### src/rtl/bracket_nesting_checker_unit_macros.svh
// Assertion shorthands used by the stack engine (bnc_back)
`ifndef BRACKET_NESTING_CHECKER_UNIT_MACROS_SVH
`define BRACKET_NESTING_CHECKER_UNIT_MACROS_SVH

// same-cycle implication, sampled on the rising clock edge, off during reset
`define BNC_ASSERT_NOW(label, ante, cons, msg) \
   label: assert property (@(posedge clock) disable iff (reset) (ante) |-> (cons)) \
      else $error(msg);

// next-cycle implication
`define BNC_ASSERT_NEXT(label, ante, cons, msg) \
   label: assert property (@(posedge clock) disable iff (reset) (ante) |=> (cons)) \
      else $error(msg);

`endif

### src/rtl/bnc_pkg.sv
`timescale 1ns / 1ps
package bnc_pkg;

   localparam int Q_DEPTH = 2;
   localparam int Q_PTR_W = 1;
   localparam int Q_CNT_W = 2;

   localparam logic [7:0] OPEN_CHARS [4]  = '{8'h28, 8'h5B, 8'h7B, 8'h3C};
   localparam logic [7:0] CLOSE_CHARS [4] = '{8'h29, 8'h5D, 8'h7D, 8'h3E};

   typedef enum logic [2:0] {
      STAT_ACCEPTED   = 3'd0,
      STAT_MISMATCH   = 3'd1,
      STAT_UNMATCHED  = 3'd2,
      STAT_OVERFLOW   = 3'd3,
      STAT_IGNORED    = 3'd4,
      STAT_COMPLETION = 3'd5
   } status_type;

   // classified item, front to back
   typedef struct packed {
      logic [7:0] sym;
      logic       line_end;
      logic       is_open;
      logic       is_close;
      logic [1:0] kind;
   } op_type;

   typedef struct packed {
      status_type status;
      logic [7:0] expected;
      logic [7:0] found;
      logic [5:0] depth;
      logic       last;
   } result_type;

   function automatic op_type classify(logic [7:0] sym, logic line_end);
      op_type op;
      op = '0;
      op.sym = sym;
      op.line_end = line_end;
      for (int k = 0; k < 4; k++) begin
         if (sym == OPEN_CHARS[k]) begin
            op.is_open = 1'b1;
            op.kind = 2'(k);
         end
         if (sym == CLOSE_CHARS[k]) begin
            op.is_close = 1'b1;
            op.kind = 2'(k);
         end
      end
      return op;
   endfunction

   function automatic logic [7:0] close_char(logic [1:0] kind);
      return CLOSE_CHARS[kind];
   endfunction

endpackage

### src/rtl/bnc_front.sv
`timescale 1ns / 1ps
module bnc_front (
   input  logic            clock,
   input  logic            reset,
   input  logic            push,
   input  logic [7:0]      req_symbol,
   input  logic            req_line_end,
   output logic            full,
   output bnc_pkg::op_type op,
   output logic            op_valid,
   input  logic            op_take
);
   import bnc_pkg::*;

   op_type               queue_mem [Q_DEPTH];
   logic [Q_PTR_W-1:0]   wr_ptr_ff, wr_ptr_in;
   logic [Q_PTR_W-1:0]   rd_ptr_ff, rd_ptr_in;
   logic [Q_CNT_W-1:0]   count_ff, count_in;
   logic                 wr;
   logic                 rd;

   assign full     = (count_ff == Q_CNT_W'(Q_DEPTH));
   assign wr       = push && !full;
   assign op_valid = (count_ff != '0);
   assign rd       = op_take && op_valid;
   assign op       = queue_mem[rd_ptr_ff];

   always_comb begin
      wr_ptr_in = wr ? wr_ptr_ff + 1'b1 : wr_ptr_ff;
      rd_ptr_in = rd ? rd_ptr_ff + 1'b1 : rd_ptr_ff;
      count_in  = count_ff + Q_CNT_W'(wr) - Q_CNT_W'(rd);
   end

   always_ff @(posedge clock) begin
      if (wr) begin
         queue_mem[wr_ptr_ff] <= classify(req_symbol, req_line_end);
      end
   end

   always_ff @(posedge clock) begin
      if (reset) begin
         wr_ptr_ff <= '0;
         rd_ptr_ff <= '0;
         count_ff  <= '0;
      end else begin
         wr_ptr_ff <= wr_ptr_in;
         rd_ptr_ff <= rd_ptr_in;
         count_ff  <= count_in;
      end
   end

endmodule

### src/rtl/bnc_back.sv
`timescale 1ns / 1ps
module bnc_back #(
   parameter int STACK_DEPTH = 32
) (
   input  logic                clock,
   input  logic                reset,
   input  bnc_pkg::op_type     op,
   input  logic                op_valid,
   output logic                op_take,
   input  logic                res_full,
   output logic                res_wr,
   output bnc_pkg::result_type res
);
   import bnc_pkg::*;
   `include "bracket_nesting_checker_unit_macros.svh"

   localparam int SP_W   = $clog2(STACK_DEPTH + 1);
   localparam int ADDR_W = $clog2(STACK_DEPTH);

   typedef enum logic [1:0] {
      BK_RUN   = 2'b01,
      BK_DRAIN = 2'b10
   } back_state_type;

   back_state_type    state_ff, state_in;
   logic [SP_W-1:0]   sp_ff, sp_in;
   logic              corrupt_ff, corrupt_in;
   logic [7:0]        found_ff, found_in;

   logic [1:0]        stack_mem [STACK_DEPTH];
   logic              wr_en;
   logic [ADDR_W-1:0] wr_addr;
   logic [ADDR_W-1:0] rd_addr;
   logic [SP_W-1:0]   sp_rd;
   logic [1:0]        rd_data_ff;
   logic              byp_ff;
   logic [1:0]        byp_data_ff;
   logic [1:0]        top;

   logic [SP_W-1:0]   sp_new;
   logic              corr_new;
   logic              line_done;

   // top of stack: registered read of entry sp-1, with the just-pushed kind forwarded
   assign top = byp_ff ? byp_data_ff : rd_data_ff;

   always_comb begin
      state_in   = state_ff;
      sp_in      = sp_ff;
      corrupt_in = corrupt_ff;
      found_in   = found_ff;
      wr_en      = 1'b0;
      wr_addr    = sp_ff[ADDR_W-1:0];
      op_take    = 1'b0;
      res_wr     = 1'b0;
      res        = '0;
      sp_new     = sp_ff;
      corr_new   = corrupt_ff;
      line_done  = 1'b0;
      case (state_ff)
         BK_RUN: begin
            if (op_valid && !res_full) begin
               op_take      = 1'b1;
               res_wr       = 1'b1;
               res.status   = STAT_IGNORED;
               res.found    = op.sym;
               if (corrupt_ff) begin
                  // rest of a corrupt line is skipped
               end else if (op.is_open) begin
                  if (sp_ff == SP_W'(STACK_DEPTH)) begin
                     res.status = STAT_OVERFLOW;
                     corr_new   = 1'b1;
                  end else begin
                     wr_en      = 1'b1;
                     sp_new     = sp_ff + 1'b1;
                     res.status = STAT_ACCEPTED;
                  end
               end else if (op.is_close) begin
                  if (sp_ff == '0) begin
                     res.status = STAT_UNMATCHED;
                     corr_new   = 1'b1;
                  end else begin
                     sp_new = sp_ff - 1'b1;
                     if (top == op.kind) begin
                        res.status = STAT_ACCEPTED;
                     end else begin
                        res.status   = STAT_MISMATCH;
                        res.expected = close_char(top);
                        corr_new     = 1'b1;
                     end
                  end
               end
               if (!op.line_end) begin
                  res.depth  = 6'(sp_new);
                  sp_in      = sp_new;
                  corrupt_in = corr_new;
               end else if (!corr_new && sp_new != '0) begin
                  res.depth  = 6'(sp_new);
                  sp_in      = sp_new;
                  corrupt_in = 1'b0;
                  found_in   = op.sym;
                  state_in   = BK_DRAIN;
               end else begin
                  res.last   = 1'b1;
                  sp_in      = '0;
                  corrupt_in = 1'b0;
                  line_done  = 1'b1;
               end
            end
         end
         BK_DRAIN: begin
            if (!res_full) begin
               res_wr       = 1'b1;
               sp_in        = sp_ff - 1'b1;
               res.status   = STAT_COMPLETION;
               res.expected = close_char(top);
               res.found    = found_ff;
               res.depth    = 6'(sp_in);
               res.last     = (sp_in == '0);
               if (sp_in == '0) begin
                  state_in = BK_RUN;
               end
            end
         end
         default: begin
            state_in = BK_RUN;
         end
      endcase
   end

   assign sp_rd   = sp_in - 1'b1;
   assign rd_addr = sp_rd[ADDR_W-1:0];

   always_ff @(posedge clock) begin
      if (wr_en) begin
         stack_mem[wr_addr] <= op.kind;
      end
      rd_data_ff  <= stack_mem[rd_addr];
      byp_ff      <= wr_en && (wr_addr == rd_addr);
      byp_data_ff <= op.kind;
      found_ff    <= found_in;
   end

   always_ff @(posedge clock) begin
      if (reset) begin
         state_ff   <= BK_RUN;
         sp_ff      <= '0;
         corrupt_ff <= 1'b0;
      end else begin
         state_ff   <= state_in;
         sp_ff      <= sp_in;
         corrupt_ff <= corrupt_in;
      end
   end

   `BNC_ASSERT_NOW(a_sp_range, 1'b1, sp_ff <= SP_W'(STACK_DEPTH), "stack pointer past depth")
   `BNC_ASSERT_NOW(a_drain_nonempty, state_ff == BK_DRAIN, sp_ff != '0 && !corrupt_ff, "drain on empty stack")
   `BNC_ASSERT_NEXT(a_line_clear, line_done, sp_ff == '0 && !corrupt_ff, "line state not cleared")
   `BNC_ASSERT_NEXT(a_drain_exit, res_wr && res.status == STAT_COMPLETION && res.last, state_ff == BK_RUN, "drain did not end")

endmodule

### src/rtl/bnc_result_queue.sv
`timescale 1ns / 1ps
module bnc_result_queue (
   input  logic                clock,
   input  logic                reset,
   input  logic                res_wr,
   input  bnc_pkg::result_type res,
   output logic                res_full,
   output logic                empty,
   input  logic                pop,
   output logic [2:0]          rsp_status,
   output logic [7:0]          rsp_expected,
   output logic [7:0]          rsp_found,
   output logic [5:0]          rsp_depth,
   output logic                rsp_last
);
   import bnc_pkg::*;

   result_type           queue_mem [Q_DEPTH];
   result_type           head;
   logic [Q_PTR_W-1:0]   wr_ptr_ff, wr_ptr_in;
   logic [Q_PTR_W-1:0]   rd_ptr_ff, rd_ptr_in;
   logic [Q_CNT_W-1:0]   count_ff, count_in;
   logic                 wr;
   logic                 rd;

   assign res_full = (count_ff == Q_CNT_W'(Q_DEPTH));
   assign empty    = (count_ff == '0);
   assign wr       = res_wr && !res_full;
   assign rd       = pop && !empty;

   assign head         = queue_mem[rd_ptr_ff];
   assign rsp_status   = head.status;
   assign rsp_expected = head.expected;
   assign rsp_found    = head.found;
   assign rsp_depth    = head.depth;
   assign rsp_last     = head.last;

   always_comb begin
      wr_ptr_in = wr ? wr_ptr_ff + 1'b1 : wr_ptr_ff;
      rd_ptr_in = rd ? rd_ptr_ff + 1'b1 : rd_ptr_ff;
      count_in  = count_ff + Q_CNT_W'(wr) - Q_CNT_W'(rd);
   end

   always_ff @(posedge clock) begin
      if (wr) begin
         queue_mem[wr_ptr_ff] <= res;
      end
   end

   always_ff @(posedge clock) begin
      if (reset) begin
         wr_ptr_ff <= '0;
         rd_ptr_ff <= '0;
         count_ff  <= '0;
      end else begin
         wr_ptr_ff <= wr_ptr_in;
         rd_ptr_ff <= rd_ptr_in;
         count_ff  <= count_in;
      end
   end

endmodule

### src/rtl/bracket_nesting_checker_unit.sv
// The stack engine writes an item's first result to the result queue as it takes it.
// One item per cycle while the result queue has room; a clean line end with N
// openers left stalls intake while completion closers are popped from the stack memory.
// Reset (synchronous) empties both queues and clears the stack pointer and corrupt flag;
// stack contents are not cleared, and no entry above the pointer is ever used.
`timescale 1ns / 1ps
module bracket_nesting_checker_unit #(
   parameter int STACK_DEPTH = 32
) (
   input  logic       clock,
   input  logic       reset,
   input  logic       push,
   output logic       full,
   input  logic [7:0] req_symbol,
   input  logic       req_line_end,
   output logic       empty,
   input  logic       pop,
   output logic [2:0] rsp_status,
   output logic [7:0] rsp_expected,
   output logic [7:0] rsp_found,
   output logic [5:0] rsp_depth,
   output logic       rsp_last
);
   import bnc_pkg::*;

   op_type     op;
   logic       op_valid;
   logic       op_take;
   logic       res_full;
   logic       res_wr;
   result_type res;

   bnc_front u_front (
      .clock        (clock),
      .reset        (reset),
      .push         (push),
      .req_symbol   (req_symbol),
      .req_line_end (req_line_end),
      .full         (full),
      .op           (op),
      .op_valid     (op_valid),
      .op_take      (op_take)
   );

   bnc_back #(
      .STACK_DEPTH (STACK_DEPTH)
   ) u_back (
      .clock    (clock),
      .reset    (reset),
      .op       (op),
      .op_valid (op_valid),
      .op_take  (op_take),
      .res_full (res_full),
      .res_wr   (res_wr),
      .res      (res)
   );

   bnc_result_queue u_result_queue (
      .clock        (clock),
      .reset        (reset),
      .res_wr       (res_wr),
      .res          (res),
      .res_full     (res_full),
      .empty        (empty),
      .pop          (pop),
      .rsp_status   (rsp_status),
      .rsp_expected (rsp_expected),
      .rsp_found    (rsp_found),
      .rsp_depth    (rsp_depth),
      .rsp_last     (rsp_last)
   );

endmodule

### config.mk
export PLATFORM = sky130hd
export DESIGN_NAME = bracket_nesting_checker_unit
export DESIGN_NICKNAME = d
export VERILOG_FILES = /design/src/rtl/bnc_pkg.sv /design/src/rtl/bnc_front.sv /design/src/rtl/bnc_back.sv /design/src/rtl/bnc_result_queue.sv /design/src/rtl/bracket_nesting_checker_unit.sv
export VERILOG_INCLUDE_DIRS = /design/src /design/src/rtl
export SDC_FILE = /design/constraint.sdc
export NUM_CORES = 1
export LEC_CHECK = 0
export BUFFER_PORTS_ARGS = -buffer_cell sky130_fd_sc_hd__buf_4
export CELL_PAD_IN_SITES_DETAIL_PLACEMENT = 1
export CELL_PAD_IN_SITES_GLOBAL_PLACEMENT = 1
export CORE_UTILIZATION = 40
export DETAILED_ROUTE_END_ITERATION = 8
export GPL_TIMING_DRIVEN = 0
export PLACE_DENSITY = 0.64
export SYNTH_ARGS = -nofsm -noshare
export SYNTH_HDL_FRONTEND = slang
export SYNTH_SLANG_ARGS = --single-unit
### constraint.sdc
create_clock -name clock -period 6.8 [get_ports clock]
set_clock_uncertainty 0.1 [all_clocks]
set_input_delay 0.68 -clock clock [delete_from_list [all_inputs] [get_ports clock]]
set_output_delay 0.68 -clock clock [all_outputs]
set_load 0.005 [all_outputs]
-- Word-level counts from Yosys, hierarchy flattened
Memory sizes are Yosys's and may differ from the RTL's. A register that Yosys moved wholly into a read port is not among the register bits.
Index checks and enable logic that the tools add are counted.
- memory bits (writable): 142
- flip-flop bits (word level): 28
- word-level logic and storage cells: 144
- memories: 3
- bitwise operators: 1
- equal/unequal tests: 20
- $lt $le $gt $ge: 1
- reduce and logical (&&, ||, !) cells: 19
- muxes and demuxes: 77
- add/subtract/negate cells: 11
- memories (name ; depth ; bits a word ; rd ports ; clocked after Yosys merged registers in ; write ports ; RTL line ; RTL):
    u_back.stack_mem ; 32 ; 2 ; 1 ; 1 ; 1 ; bnc_back.sv:30 ; logic [1:0] stack_mem [STACK_DEPTH];
    u_result_queue.queue_mem ; 2 ; 26 ; 1 ; 1 ; 1 ; bnc_result_queue.sv:18 ; result_type queue_mem [Q_DEPTH];
    u_front.queue_mem ; 2 ; 13 ; 1 ; 1 ; 1 ; bnc_front.sv:15 ; op_type queue_mem [Q_DEPTH];
- operators by type and width (kind ; number):
    $mux W6 ; 11
    $mux W26 ; 2
    $pmux W26 S2 ; 1
    $mux W8 ; 5
    $mux W1 ; 35
    $eq A8 B6 Y1 const B ; 4
    $eq A8 B7 Y1 const B ; 4
    $mux W11 ; 2
    $mux W3 ; 7
    $mux W2 ; 10
    $bmux W8 S2 ; 1
    $logic_not A6 Y1 ; 2
    $pmux W6 S2 ; 1
    $ne A2 B1 Y1 const B ; 4
    $logic_and A1 B1 Y1 ; 7
    $add A6 B1 Y6 const B ; 1
    $eq A2 B2 Y1 const B ; 3
    $eq A6 B6 Y1 const B ; 1
    $reduce_bool A6 Y1 ; 1
    $sub A6 B1 Y6 const B ; 1
    $eq A5 B5 Y1 ; 1
    $reduce_and A5 Y1 ; 1
    $sub A5 B1 Y5 const B ; 1
    $add A1 B1 Y1 const B ; 4
    14 further kinds ; 19

-- Logic depth before layout (Yosys ltp)
- word-level depth: 18
- mapped depth: 21
- depth with buffers taken out: 17

-- Hierarchy
Synthesis repeated with hierarchy kept, for this count alone.
- cells, all modules: 591
- area, all modules: 8166.6 µm²
- by module, submodules not included (module ; area each (µm²) ; instances ; cells each):
    bnc_back ; 4730.8 ; 1 ; 394
    bnc_result_queue ; 2109.5 ; 1 ; 108
    bnc_front ; 1326.3 ; 1 ; 89

-- Worst setup path before layout
No wires, ideal clock.
- path kind: register to register
- from: reg u_back.sp_ff[1]
- to: reg u_back.rd_data_ff[0], read port of u_back.stack_mem
- arrival: 4.113 ns
- clock period less this slack: 4.346 ns
- stages on the path, launching flop included: 20
- slack: 2.454 ns
- buffers on the path: 5
- data required time: 6.567 ns
- setup time: 0.133 ns
- path through: dfxtp_1 > clkbuf_1 > inv_1 > ha_1 > or4b_4 > buf_6 > a21oi_1 > nand4bb_1 > nand2_1 > a21oi_4 > nor2_4 > inv_2 > buf_6 > ha_1 > clkbuf_1 > clkinv_1 > clkbuf_1 > mux4_2 > a2111oi_0 > nor3_1
- longest elaborated chain between the ends: 14
- elaborated cells on any way between the ends: 27
- those cells by class: 3 x add/sub; 1 x eq/ne; 19 x mux; 4 x reduce/logical
- RTL lines (element ; RTL line ; RTL):
    start, declared ; bnc_back.sv:26 ; logic [SP_W-1:0] sp_ff, sp_in;
    start signal, assigned ; bnc_back.sv:151 ; sp_ff <= sp_in;
    $sub A6 B1 Y6 or $logic_not A6 Y1 (tied branches) ; bnc_back.sv:83, bnc_back.sv:114, bnc_back.sv:79 ;
    $mux W6 or $mux W1 (tied branches) ; bnc_back.sv:79 ; if (sp_ff == '0) begin
    $mux W6 or $mux W1 (tied branches) ; bnc_back.sv:78 ; end else if (op.is_close) begin
    $mux W6 or $mux W1 (tied branches) ; bnc_back.sv:69 ; end else if (op.is_open) begin
    $mux W6 or $mux W1 (tied branches) ; bnc_back.sv:67 ; if (corrupt_ff) begin
    $mux W6 or $mux W1 (tied branches) ; bnc_back.sv:62 ; if (op_valid && !res_full) begin
    $mux W6 or $mux W1 (tied branches) ; bnc_back.sv:60 ; case (state_ff)
    $reduce_bool A6 Y1 or $logic_not A1 Y1 (tied branches) ; bnc_back.sv:97 ; end else if (!corr_new && sp_new != '0) begin
    $logic_and A1 B1 Y1 ; bnc_back.sv:97 ;
    $mux W6 ; bnc_back.sv:97 ;
    $mux W6 ; bnc_back.sv:93 ; if (!op.line_end) begin
    $mux W6 ; bnc_back.sv:62 ;
    $pmux W6 S2 * ; bnc_back.sv:60 ;
    $sub A5 B1 Y5 * ; bnc_back.sv:131 ; assign sp_rd = sp_in - 1'b1;
    end, declared ; bnc_back.sv:35 ; logic [1:0] rd_data_ff;
Mark *: on every way between the ends. The rest lies on a longest branch, timed or not. The select of a mux whose other input is x is not followed.
A chain may end at the register's enable or synchronous reset.

-- Worst setup path after layout
Ends and elaborated chain as after synthesis.

==> results by group <==
Synth
  • Post-Synthesis Cell Area: 8378 um^2
  • Main synth FF type: edfxtp_1
  • Syn Nets: about 720
  • Top cells by area, synth: edfxtp_1 52%, dfxtp_1 5.7%, mux2_2 5.0%
  • Post-synthesis mux area share: 0.08124
  • Post-synthesis sequential area ratio: 0.5806
  • Syn. warnings: 0
  • Post-Synth Simple-Gate Area: 0.1359
  • Synth unique cells: 85
  • Ys async rst share: 0
  • Largest family of logic cells by synthesized area: simple AND/OR/NAND/NOR gates
  • Synth area leader: edfxtp_1
  • Mean post-synth cell area: 12.20 um^2
  • Xor/xnor cell area share of the yosys netlist: 0.02300
  • Synth Register Bits: 170
  • Number of synthesized flops with an enable pin: 146
  • Area share of the largest cell type after synthesis: 0.5233
  • Synth Instances: a little under 700
  • Compound-gate portion of the synthesized area: 0.1187
  • Adder-Cell Fraction of Synth Area: 0.02539

Clock network
  • Post-cts sizing count: 0
  • CTS max path bufs: 2
  • Root buffer cell: clkbuf_16
  • CTS tree: yes
  • H-Tree Depth: 4
  • # hold bufs at CTS: 0
  • Post-CTS Setup Bufs: 0
  • CTS Sinks: 170
  • CTS Buf Count: 17
  • Worst-skew pair later-pin latency: 0.44 ns
  • Worst-path clk slew: around 0.07 ns

GRT
  • Largest net degree at the start of global routing: 34
  • GRT Total Usage: 0.2243
  • GRT overflow: 0
  • First-pass GRT wire length: around 36 mm
  • Initial antenna violation count: 0
  • Vias in the first global route: about 6300

Place
  • DP Wirelength: ~16 mm
  • Placed Cells incl. Taps: around 1000
  • GPL Wtd Cong: about 0.9
  • DP Area: roughly 9000 um^2
  • Port-buffer cells: 38

Worst hold path
  • HP Class: in -> reg
  • Hold path start: req_symbol[7]
  • Worst Hold End: u_front.queue_mem[1][12]
  • Hold Path Cell Cnt: 1

Critical path
  • Setup crit start kind: register
  • Worst path slowest cell: clkbuf_1
  • Reg-to-reg critical path endpoint: u_back.rd_data_ff[0]
  • Kind of critical path: reg -> reg
  • Reg2Reg Launch Point: u_back.sp_ff[1]
  • Critical Path RT: 6.99 ns
  • Register-to-Register Path Depth: 19
  • Arrival time at the worst endpoint: 6.09 ns
  • Reg2reg setup slack: 0.90 ns
  • Crit-path leading delay family: buffers and inverters
  • CP max stage delay: around 0.59 ns
  • Crit-path cells: clkbuf_1 > inv_1 > ha_1 > or4b_4 > buf_6 > a21oi_1 > nand4bb_1 > nand2_1 > a21oi_4 > nor2_4 > inv_2 > buf_6 > ha_1 > clkbuf_1 > clkinv_1 > clkbuf_1 > mux4_2 > a2111oi_0 > nor3_1
  • CP endpoint kind: register
  • CP most frequent cell: clkbuf_1
  • CP Max Fanout: 10
  • CP Buf/Inv Count: 8

Drt
  • DRC: 0
  • Via/cell ratio: between 5 and 6
  • Wirelength, routed: 23.01 mm
  • DR iter-0 viols: between 400 and 500
  • DRT Pass-1 Iters: 5
  • Routed len/inst: between 20 and 25 um
  • Vias after detailed routing: ~5900
  • Routed Antenna Nets: 0

Floorplan
  • Die X: about 150 um
  • Starting density of the core: 0.4114
  • Site Rows: 52
  • Die Height: around 150 um
  • Area of the die: between 20000 and 25000 um^2
  • Core ar.: slightly above 20000 um^2
  • # IOs: 41

Final layout
  • Commonest cells after routing, fill and taps aside: 146 x edfxtp_1, 96 x nor2_1, 40 x buf_4, 37 x mux2_2, 32 x nand2_1
  • Area delta synth->final: 14.92%
  • Layout cells sized above 1: 0.2005
  • Cell Count, Final, Fillers Out: a little over 1000
  • Post-route core utilization: 0.4728
  • Antenna Cells: 0
  • Fin area: roughly 9600 um^2
  • Most common cell after layout, fill and taps aside: edfxtp_1
  • Layout Nets: around 780

STA
  • Headroom to the max-slew limit: 0.1991
  • Fin crit share: 0.8676
  • RSZ-0062 raised after global routing: false
  • Pins Over Slew Limit: 0
  • Setup-failing EPs final: 0
  • Minimum clock period: slightly below 6 ns
  • Slew @ Worst Pin: 1.201 ns
  • Max Freq: between 150 and 200 MHz
  • Setup TNS: 0 ns
  • Final hold violation count: 0

Status
  • Outcome: complete, no violations

Flow run
  • Maxcap violations: 0
-- cells by family after synthesis --
family,Yosys count
other,1
adders and majority gates,17
DFF,170
muxes,55
xor gates and xnor gates,22
and+or+nand+nor,225
AOI/OAI and AO/OA,132
buffers and inverters,65
-- worst reg2reg max path: stages, from the launching register on --
cell,delay (ns)
dfxtp_1,0.34
clkbuf_1,0.32
inv_1,0.21
ha_1,0.26
or4b_4,0.49
buf_6,0.16
a21oi_1,0.13
nand4bb_1,0.18
nand2_1,0.24
a21oi_4,0.43
nor2_4,0.12
inv_2,0.18
buf_6,0.20
ha_1,0.27
clkbuf_1,0.19
clkinv_1,0.22
clkbuf_1,0.59
mux4_2,0.42
a2111oi_0,0.55
nor3_1,0.16
-- state kept, by name, indices dropped and copies added (netlist names), 2 cells and up, named ones only --
name                      cells
u_back.state_ff               2
u_back.rd_data_ff             2
u_result_queue.queue_mem     48
u_front.count_ff              2
u_back.sp_ff                  6
u_result_queue.count_ff       2
u_back.stack_mem             64
u_front.queue_mem            26
u_back.byp_data_ff            2
u_back.found_ff               8
-- stage by stage --
step / setup WS, ns / hold slack [ns]
final: 0.9004 / 0.3403
after global placement: 1.030 / 0.3831
after detailed placement: 1.085 / 0.4148
after floorplan: 2.454 / 0.3665
after CTS: 1.033 / 0.3248
after global routing: 0.6656 / 0.3219
-- cell usage after synthesis, types with 3 or more instances --
cell type and number:
a21boi_0 4, nand3_1 11, and3_1 6, xor2_1 7
o22ai_1 4, o211ai_1 7, mux2_2 37, a22oi_1 12
o21a_1 3, and2_1 8, ha_1 17, nand4b_1 3
a211o_1 4, a221oi_1 3, buf_6 4, nand2_1 32
clkbuf_1 23, buf_2 7, a311oi_1 4, nor4_1 6
a2111oi_0 3, inv_1 24, dfxtp_1 24, nor3_1 23
a31oi_1 6, nand4_1 4, xnor2_1 15, a21oi_1 17
o21ai_0 18, nor2_1 96, or3b_2 3, or3_1 3
a21o_1 6, o32ai_1 3, a211oi_1 7, edfxtp_1 146
o31ai_1 4, nor2b_1 8, mux4_2 6, mux2i_1 10
nand3b_1 5
-- layout make-up --
type / count / area, um^2
Buffer: 38 / 188.9
Clock buffer: 18 / 429.2
Clock inverter: 14 / 180.2
Fill cell: 2107 / 10740
Inverter: 27 / 101.3
Multi-Input combinational cell: 452 / 3226
Sequential cell: 170 / 4865
Tap cell: 270 / 337.8
Timing Repair Buffer: 39 / 300.3
-- routing by layer --
metal / global-route usage / part of all wire / vias up
met5: 0 / 0 / -
met4: 0.08906 / 0.021 / 0
met3: 0.04068 / 0.044 / 43
met2: 0.3524 / 0.47 / 174
met1: 0.3078 / 0.47 / 3001
li1: - / - / 2695
-- worst max-delay path by stage --
stage               startpoint                    to  depth (start not counted)
2_1_floorplan  u_back.sp_ff[1]  u_back.rd_data_ff[0]                         19
3_3_place_gp   u_back.sp_ff[1]  u_back.rd_data_ff[0]                         19
3_5_place_dp   u_back.sp_ff[1]  u_back.rd_data_ff[0]                         19
4_1_cts        u_back.sp_ff[1]  u_back.rd_data_ff[0]                         19
5_1_grt        u_back.sp_ff[1]  u_back.rd_data_ff[0]                         19
6_report       u_back.sp_ff[1]  u_back.rd_data_ff[0]                         19
Power is not shown: default switching activity piles up to over one toggle a cycle in this logic, so the estimate is an artifact.
